[src/rtl/zfhwc_pkg.sv]
// Shared types, codes and helper functions for the frame header window check.
// No dependencies; the core, capture and verdict files import this package.
`default_nettype none
package zfhwc_pkg;

  localparam int CntW = 5;

  localparam logic [31:0] FrameMagic  = 32'hFD2FB528;
  localparam logic [31:0] SkipMask    = 32'hFFFFFFF0;
  localparam logic [31:0] SkipBase    = 32'h184D2A50;
  localparam logic [31:0] WindowReset = 32'd8388608;
  localparam logic [7:0]  SingleSeg   = 8'h20;
  localparam logic [63:0] Fcs2Offset  = 64'd256;

  typedef enum logic [2:0] {
    V_REGULAR   = 3'd0,
    V_SKIPPABLE = 3'd1,
    V_SHORT     = 3'd2,
    V_MAGIC     = 3'd3,
    V_TRUNC     = 3'd4,
    V_BIG       = 3'd5
  } verdict_t;

  typedef struct packed {
    logic [CntW-1:0] count;
    logic [31:0]     lead;
    logic [7:0]      desc;
    logic [7:0]      wcode;
    logic [63:0]     fcs;
  } frame_t;

  // frame content size field length in bytes
  function automatic logic [CntW-1:0] fcs_len(input logic [7:0] desc);
    logic [CntW-1:0] len;
    begin
      unique case (desc[7:6])
        2'd0:    len = CntW'(1);
        2'd1:    len = CntW'(2);
        2'd2:    len = CntW'(4);
        default: len = CntW'(8);
      endcase
      return len;
    end
  endfunction

  // offset of the content size field: after magic, descriptor and dict id, with no window byte
  function automatic logic [CntW-1:0] fcs_off(input logic [7:0] desc);
    logic [CntW-1:0] off;
    begin
      unique case (desc[1:0])
        2'd0:    off = CntW'(5);
        2'd1:    off = CntW'(6);
        2'd2:    off = CntW'(7);
        default: off = CntW'(9);
      endcase
      return off;
    end
  endfunction

endpackage
`default_nettype wire

[src/rtl/zfhwc_if.sv]
// Valid/ready channel interfaces: header bytes in, verdict items out.
// Depends on nothing; the verdict width is written out here as three bits.
`default_nettype none
interface zfhwc_in_if;
  logic       valid;
  logic       ready;
  logic [7:0] header_byte;
  logic       last_byte;

  modport source (output valid, output header_byte, output last_byte, input ready);
  modport sink   (input valid, input header_byte, input last_byte, output ready);
endinterface

interface zfhwc_out_if;
  logic        valid;
  logic        ready;
  logic [2:0]  verdict;
  logic [63:0] declared_window;

  modport source (output valid, output verdict, output declared_window, input ready);
  modport sink   (input valid, input verdict, input declared_window, output ready);
endinterface
`default_nettype wire

[src/rtl/zstd_frame_header_window_check_core.sv]
// Top level of the frame header window check: config register and the
// capture and verdict stages. Uses zfhwc_pkg, zfhwc_if, zfhwc_collect, zfhwc_judge.
//
// Usage:
//   bytes  : header bytes of a file, offset zero first; last_byte marks the
//            final byte. Only the first PROBE_BYTES bytes are stored.
//   result : one item per file, given for the byte with last_byte set:
//            verdict and the declared window (zero unless regular or too big).
//   cfg_we / cfg_wdata : write max_window (reset 8388608); write while idle.
// Throughput is one byte per cycle while bytes is not stalled. A frame
// passes the capture snapshot register, then the result register.
// When result stalls, the result register holds, the snapshot register
// fills with the next frame, and bytes stalls only once both are full;
// non-last bytes keep flowing only while the snapshot slot is free.
// Reset clears the frame state, empties both stages and restores max_window.
`default_nettype none
module zstd_frame_header_window_check_core #(
  parameter int PROBE_BYTES = 18
) (
  input  wire logic        clk,
  input  wire logic        rst,
  zfhwc_in_if.sink         bytes,
  zfhwc_out_if.source      result,
  input  wire logic        cfg_we,
  input  wire logic [31:0] cfg_wdata
);
  import zfhwc_pkg::*;

  logic [31:0] max_window;
  frame_t      snap;
  logic        snap_valid;
  logic        snap_ready;

  always_ff @(posedge clk) begin
    if (rst) begin
      max_window <= WindowReset;
    end else if (cfg_we) begin
      max_window <= cfg_wdata;
    end
  end

  zfhwc_collect #(
    .PROBE_BYTES (PROBE_BYTES)
  ) u_collect (
    .clk        (clk),
    .rst        (rst),
    .bytes      (bytes),
    .snap       (snap),
    .snap_valid (snap_valid),
    .snap_ready (snap_ready)
  );

  zfhwc_judge u_judge (
    .clk        (clk),
    .rst        (rst),
    .snap       (snap),
    .snap_valid (snap_valid),
    .snap_ready (snap_ready),
    .max_window (max_window),
    .result     (result)
  );

endmodule
`default_nettype wire

[src/rtl/zfhwc_collect.sv]
// Byte capture: builds the frame state one byte per item and hands a
// snapshot of it downstream on the last byte. Uses zfhwc_pkg, zfhwc_in_if.
`default_nettype none
module zfhwc_collect #(
  parameter int PROBE_BYTES = 18
) (
  input  wire logic              clk,
  input  wire logic              rst,
  zfhwc_in_if.sink               bytes,
  output zfhwc_pkg::frame_t      snap,
  output logic                   snap_valid,
  input  wire logic              snap_ready
);
  import zfhwc_pkg::*;

  frame_t          frame;
  frame_t          frame_next;
  logic            accept;
  logic [CntW-1:0] off;
  logic [CntW-1:0] len;
  logic [CntW-1:0] rel;

  assign bytes.ready = !snap_valid || snap_ready;
  assign accept      = bytes.valid && bytes.ready;

  assign off = fcs_off(frame.desc);
  assign len = fcs_len(frame.desc);
  assign rel = frame.count - off;

  always_comb begin
    frame_next = frame;
    if (frame.count < CntW'(PROBE_BYTES)) begin
      frame_next.count = frame.count + CntW'(1);
      if (frame.count < CntW'(4)) begin
        frame_next.lead[8*frame.count[1:0] +: 8] = bytes.header_byte;
      end
      if (frame.count == CntW'(4)) begin
        frame_next.desc = bytes.header_byte;
      end
      if (frame.count == CntW'(5)) begin
        frame_next.wcode = bytes.header_byte;
      end
      if (frame.count >= CntW'(5) && frame.count >= off && frame.count < off + len) begin
        frame_next.fcs[8*rel[2:0] +: 8] = bytes.header_byte;
      end
    end
  end

  always_ff @(posedge clk) begin
    if (rst) begin
      frame      <= '0;
      snap_valid <= 1'b0;
    end else begin
      if (accept && bytes.last_byte) begin
        snap_valid <= 1'b1;
      end else if (snap_valid && snap_ready) begin
        snap_valid <= 1'b0;
      end
      if (accept) begin
        if (bytes.last_byte) begin
          frame <= '0;
        end else begin
          frame <= frame_next;
        end
      end
    end
  end

  always_ff @(posedge clk) begin
    if (accept && bytes.last_byte) begin
      snap <= frame_next;
    end
  end

endmodule
`default_nettype wire

[src/rtl/zfhwc_judge.sv]
// Verdict logic and result register: classifies one frame snapshot and
// holds the item until taken. Uses zfhwc_pkg, zfhwc_out_if.
`default_nettype none
module zfhwc_judge (
  input  wire logic              clk,
  input  wire logic              rst,
  input  wire zfhwc_pkg::frame_t snap,
  input  wire logic              snap_valid,
  output logic                   snap_ready,
  input  wire logic [31:0]       max_window,
  zfhwc_out_if.source            result
);
  import zfhwc_pkg::*;

  verdict_t    v;
  verdict_t    v_reg;
  logic [63:0] win;
  logic [63:0] desc_win;
  logic [63:0] base;
  logic [63:0] fcs_win;
  logic [2:0]  mant;
  logic [5:0]  expo;
  logic        out_v;
  logic        load;

  assign mant = snap.wcode[2:0];
  assign expo = 6'd10 + {1'b0, snap.wcode[7:3]};
  assign base = 64'd1 << expo;
  assign desc_win = base + (mant[0] ? (base >> 3) : 64'd0)
                         + (mant[1] ? (base >> 2) : 64'd0)
                         + (mant[2] ? (base >> 1) : 64'd0);
  assign fcs_win = (snap.desc[7:6] == 2'd1) ? snap.fcs + Fcs2Offset : snap.fcs;

  always_comb begin
    v   = V_REGULAR;
    win = '0;
    if (snap.count < CntW'(4)) begin
      v = V_SHORT;
    end else if (snap.lead != FrameMagic) begin
      v = ((snap.lead & SkipMask) == SkipBase) ? V_SKIPPABLE : V_MAGIC;
    end else if (snap.count < CntW'(5)) begin
      v = V_TRUNC;
    end else if ((snap.desc & SingleSeg) == 8'd0) begin
      if (snap.count < CntW'(6)) begin
        v = V_TRUNC;
      end else begin
        win = desc_win;
      end
    end else if (snap.count < fcs_off(snap.desc) + fcs_len(snap.desc)) begin
      v = V_TRUNC;
    end else begin
      win = fcs_win;
    end
    if (v == V_REGULAR && win > {32'd0, max_window}) begin
      v = V_BIG;
    end
  end

  assign load       = snap_valid && (!out_v || result.ready);
  assign snap_ready = load;

  always_ff @(posedge clk) begin
    if (rst) begin
      out_v <= 1'b0;
    end else if (load) begin
      out_v <= 1'b1;
    end else if (result.ready) begin
      out_v <= 1'b0;
    end
  end

  always_ff @(posedge clk) begin
    if (load) begin
      v_reg                  <= v;
      result.declared_window <= win;
    end
  end

  assign result.valid   = out_v;
  assign result.verdict = v_reg;

  a_zero_window: assert property (@(posedge clk) disable iff (rst)
    out_v && !(v_reg == V_REGULAR || v_reg == V_BIG) |-> result.declared_window == 64'd0)
    else $error("window not zero for a non-regular verdict");

  a_load_shows: assert property (@(posedge clk) disable iff (rst)
    load |=> out_v)
    else $error("loaded item not presented");

  a_short: assert property (@(posedge clk) disable iff (rst)
    load && snap.count < CntW'(4) |=> v_reg == V_SHORT)
    else $error("short file not reported as short");

endmodule
`default_nettype wire
[src/flat_wrapper.sv]
// flat-port wrapper written by rule: the top's interface ports become plain ports
module zstd_frame_header_window_check_core_flat import zfhwc_pkg::*;
#(
  parameter int PROBE_BYTES = 18
)
  (clk, rst, cfg_we, cfg_wdata, bytes_valid, bytes_header_byte, bytes_last_byte, bytes_ready, result_valid, result_verdict, result_declared_window, result_ready);
  zfhwc_in_if bytes_i ();
  zfhwc_out_if result_i ();
  input  wire logic clk;
  input  wire logic rst;
  input  wire logic cfg_we;
  input  wire logic [31:0] cfg_wdata;
  input wire logic [$bits(bytes_i.valid)-1:0] bytes_valid;
  input wire logic [$bits(bytes_i.header_byte)-1:0] bytes_header_byte;
  input wire logic [$bits(bytes_i.last_byte)-1:0] bytes_last_byte;
  output wire logic [$bits(bytes_i.ready)-1:0] bytes_ready;
  output wire logic [$bits(result_i.valid)-1:0] result_valid;
  output wire logic [$bits(result_i.verdict)-1:0] result_verdict;
  output wire logic [$bits(result_i.declared_window)-1:0] result_declared_window;
  input wire logic [$bits(result_i.ready)-1:0] result_ready;
  assign bytes_i.valid = bytes_valid;
  assign bytes_i.header_byte = bytes_header_byte;
  assign bytes_i.last_byte = bytes_last_byte;
  assign bytes_ready = bytes_i.ready;
  assign result_valid = result_i.valid;
  assign result_verdict = result_i.verdict;
  assign result_declared_window = result_i.declared_window;
  assign result_i.ready = result_ready;
  zstd_frame_header_window_check_core #(.PROBE_BYTES(PROBE_BYTES)) u_core (.clk(clk), .rst(rst), .bytes(bytes_i), .result(result_i), .cfg_we(cfg_we), .cfg_wdata(cfg_wdata));
endmodule
[config.mk]
export PLATFORM = sky130hd
export DESIGN_NAME = zstd_frame_header_window_check_core_flat
export DESIGN_NICKNAME = d
export VERILOG_FILES = /design/src/rtl/zfhwc_pkg.sv /design/src/rtl/zfhwc_if.sv /design/src/rtl/zstd_frame_header_window_check_core.sv /design/src/rtl/zfhwc_collect.sv /design/src/rtl/zfhwc_judge.sv /design/src/flat_wrapper.sv
export SDC_FILE = /design/constraint.sdc
export NUM_CORES = 1
export LEC_CHECK = 0
export ABC_AREA = 1
export BUFFER_PORTS_ARGS = -buffer_cell sky130_fd_sc_hd__buf_4
export CAP_MARGIN = 20
export CORE_UTILIZATION = 40
export DETAILED_ROUTE_END_ITERATION = 16
export GPL_ROUTABILITY_DRIVEN = 1
export PLACE_DENSITY = 0.57
export SYNTH_ARGS = -nofsm -noshare
export SYNTH_HDL_FRONTEND = slang
export SYNTH_HIERARCHICAL = 1
export SYNTH_SLANG_ARGS = --single-unit
[constraint.sdc]
create_clock -name clk -period 9.43 [get_ports clk]
set_input_delay 0.4715 -clock clk [delete_from_list [all_inputs] [get_ports clk]]
set_output_delay 0.4715 -clock clk [all_outputs]
set_load 0.02 [all_outputs]
==> metrics.md <==
| Metric | Value |
|---|---|
| Status | completed |
| Critical path type | reg -> reg |
| Post-route clock period utilization | 0.800 |
| Vias in the first global route | between 20000 and 30000 |
| Fin. max-slew vios | 0 |
| Crit-path slowest cell | fa_1 |
| CTS Sinks | 329 |
| Total Wirelength | 94900 um |
| # rows | 97 |
| Hold_buf cts | 0 |
| Starting Density | 0.407 |
| GPL Wtd Cong | between 0.9 and 1 |
| Wire per inst | approximately 18 um |
| Crit path from | u_core/u_collect/snap[68] |
| Synthesized area | 28600 sq um |
| Fin nets | 4645 |
| Post-Layout Inst Area | 31800 sq um |
| Clk Latency, worst-skew pair | 610 ps |
| Global-route usage over all layers | 0.257 |
| Post-route ant nets | 0 |
| Tmin final | ~7500 ps |
| Final Core Density | 0.451 |
| Slew @ Worst Pin | 1180 ps |
| Hold crit path type | in -> reg |
| Reg2Reg Depth | 38 |
| Fillers | around 7500 |
| DR pass1 iterations | 6 |
| RSZ-0062 raised after global routing | false |
| Fmax | about 130 MHz |
| Reg-to-reg critical path endpoint | u_core/u_judge/result.verdict[2] |
| CP Capture Type | register |
| Clock Pin Slew Worst Setup and Hold Paths | 60 ps |
| First-pass GRT wire length | 146000 um |
| Vias per Instance | roughly 5.1 |
| DR vias | 26996 |
| Antenna violations before repair | 0 |
| HPWL after DPL | 75600 um |
| Worst EP arrival | 7880 ps |
| Most used cell, CP | nand2_1 |
| Layout area overhead | 10.9% |
| Port Buffer Count | 114 |
| Placed cells | 5238 |
| Die Y | around 270 um |
| Post-Syn Instances | 4265 |
| CTS tree | done |
| R2R Path Start | u_core/u_collect/snap[68] |
| Die area | 72700 sq um |
| CTS root buf | clkbuf_16 |
| Final Skew | 53.1 ps |
| Pwr dens | 117 nW/um^2 |
| Post-CTS setup buffer count | 0 |
| Crit Path Max Fanout | 9 |
| Setup violators final | 0 |
| Share of layout cells above drive strength 1 | 0.0622 |
| Final Hold Viols | 0 |
| WP data required | around 9800 ps |
| CTS Buf Count | 40 |
| Remaining DRCs | 0 |
| Placed inst area | ~30000 sq um |
| Avg Inst Size Synth | 6.71 sq um |
| Crit start category | register |
| Clock Tree Buf Depth | 3 |
| Static leakage | 14.8 nW |
| Yosys warnings | 6 |
| Non-filler cells, final | 5312 |
| Largest net degree at the start of global routing | 76 |
| CTS H-tree lvls | 2 |
| Slew HR | 0.203 |
| Core region area | 70400 sq um |
| R2R setup slack | 1890 ps |
| Die W | around 270 um |
| Maxcap violations | 0 |
| Crit path to | u_core/u_judge/result.verdict[2] |
| Largest stage delay, worst path | 570 ps |
| CTS resizes | 0 |
| Gr ovfl total | 0 |
| IO Count | 115 |
| Initial drt markers | 2253 |
| Setup TNS | 0 ps |
| Worst VDD drop | 0.136 mV |
## worst min path at each step
stage | from | end | slack [ps] | cells after the start
after floorplan | u_core/max_window[23] | u_core/max_window[23] | 430 | 2
after global placement | u_core/u_collect/frame[3] | u_core/u_collect/frame[3] | 450 | 2
after detailed placement | u_core/u_collect/frame[45] | u_core/u_collect/frame[45] | 460 | 2
after CTS | cfg_wdata[23] | u_core/max_window[23] | 50 | 3
after global routing | cfg_wdata[23] | u_core/max_window[23] | 80 | 3
final | cfg_wdata[23] | u_core/max_window[23] | 70 | 3
## power breakdown
group	total [mW]	internal (mW)	switching (mW)	leakage [nW]
clock	1.60	0.947	0.650	0.667
sequential	1.59	1.56	0.0366	2.94
combinational	0.525	0.161	0.364	11.2
total	3.71	2.66	1.05	14.8
## registers in the layout (all words and copies together), names as in the netlist
register / count
u_core/u_collect/frame: 114
u_core/u_collect/snap_valid: 1
u_core/u_judge/result.valid: 1
u_core/max_window: 32
u_core/u_judge/result.verdict: 3
u_core/u_judge/result.declared_window: 64
u_core/u_collect/snap: 114
## through the flow
| step | power, mW | setup slack [ps] | hold slack [ps] |
|---|---|---|---|
| after floorplan | 1.97 | 1110 | 428 |
| final | 3.71 | 1890 | 72.5 |
| after global routing | 3.87 | 1320 | 75.8 |
| after global placement | 2.11 | 1890 | 452 |
| after detailed placement | 2.11 | 2000 | 455 |
| after CTS | 3.73 | 1970 | 50.0 |
## per-layer routing
| layer | global-route usage | wire [um] |
|---|---|---|
| met1 | 0.345 | 42600 |
| met2 | 0.420 | 43200 |
| met4 | 0.118 | 4710 |
| met5 | 0 | 0 |
| met3 | 0.0214 | 4360 |
## area by class of cell
class                   count  area (sq um)  share of cell area
diodes                      1          2.50           0.0000788
clock buffers              55          1110              0.0349
clock inverters            18           277             0.00871
inverters                 723          2720              0.0856
multi-input cells        3113         17100               0.538
flip-flops and latches    329          8400               0.264
well taps                 940          1180              0.0370
repair buffers            133           998              0.0314
## critical path: cells and delay by family (launching register included)
family	cells	cell delay [ps]
compound gates	1	110
fa+ha+maj	5	2260
buf+inv	5	470
flops	1	480
simple gates	27	3970
## cell usage in the layout, fill, tap and decap left out, types with 10 or more instances in the layout
cell type,instances
nand3_1,284
inv_1,708
buf_4,133
and3_1,19
a21oi_1,248
o21ai_0,77
conb_1,31
fa_1,126
xnor2_1,11
nor3_1,34
o21bai_1,12
clkbuf_16,40
nor2_1,391
clkbuf_1,10
dfxtp_1,148
nand3b_1,15
nand2_1,1387
nor4_1,11
or2_2,20
ha_1,133
edfxtp_1,181
nor2_2,13
nand4_1,108
xor2_1,20
and2_1,63
No activity file was read; power rests on OpenSTA's default activity.
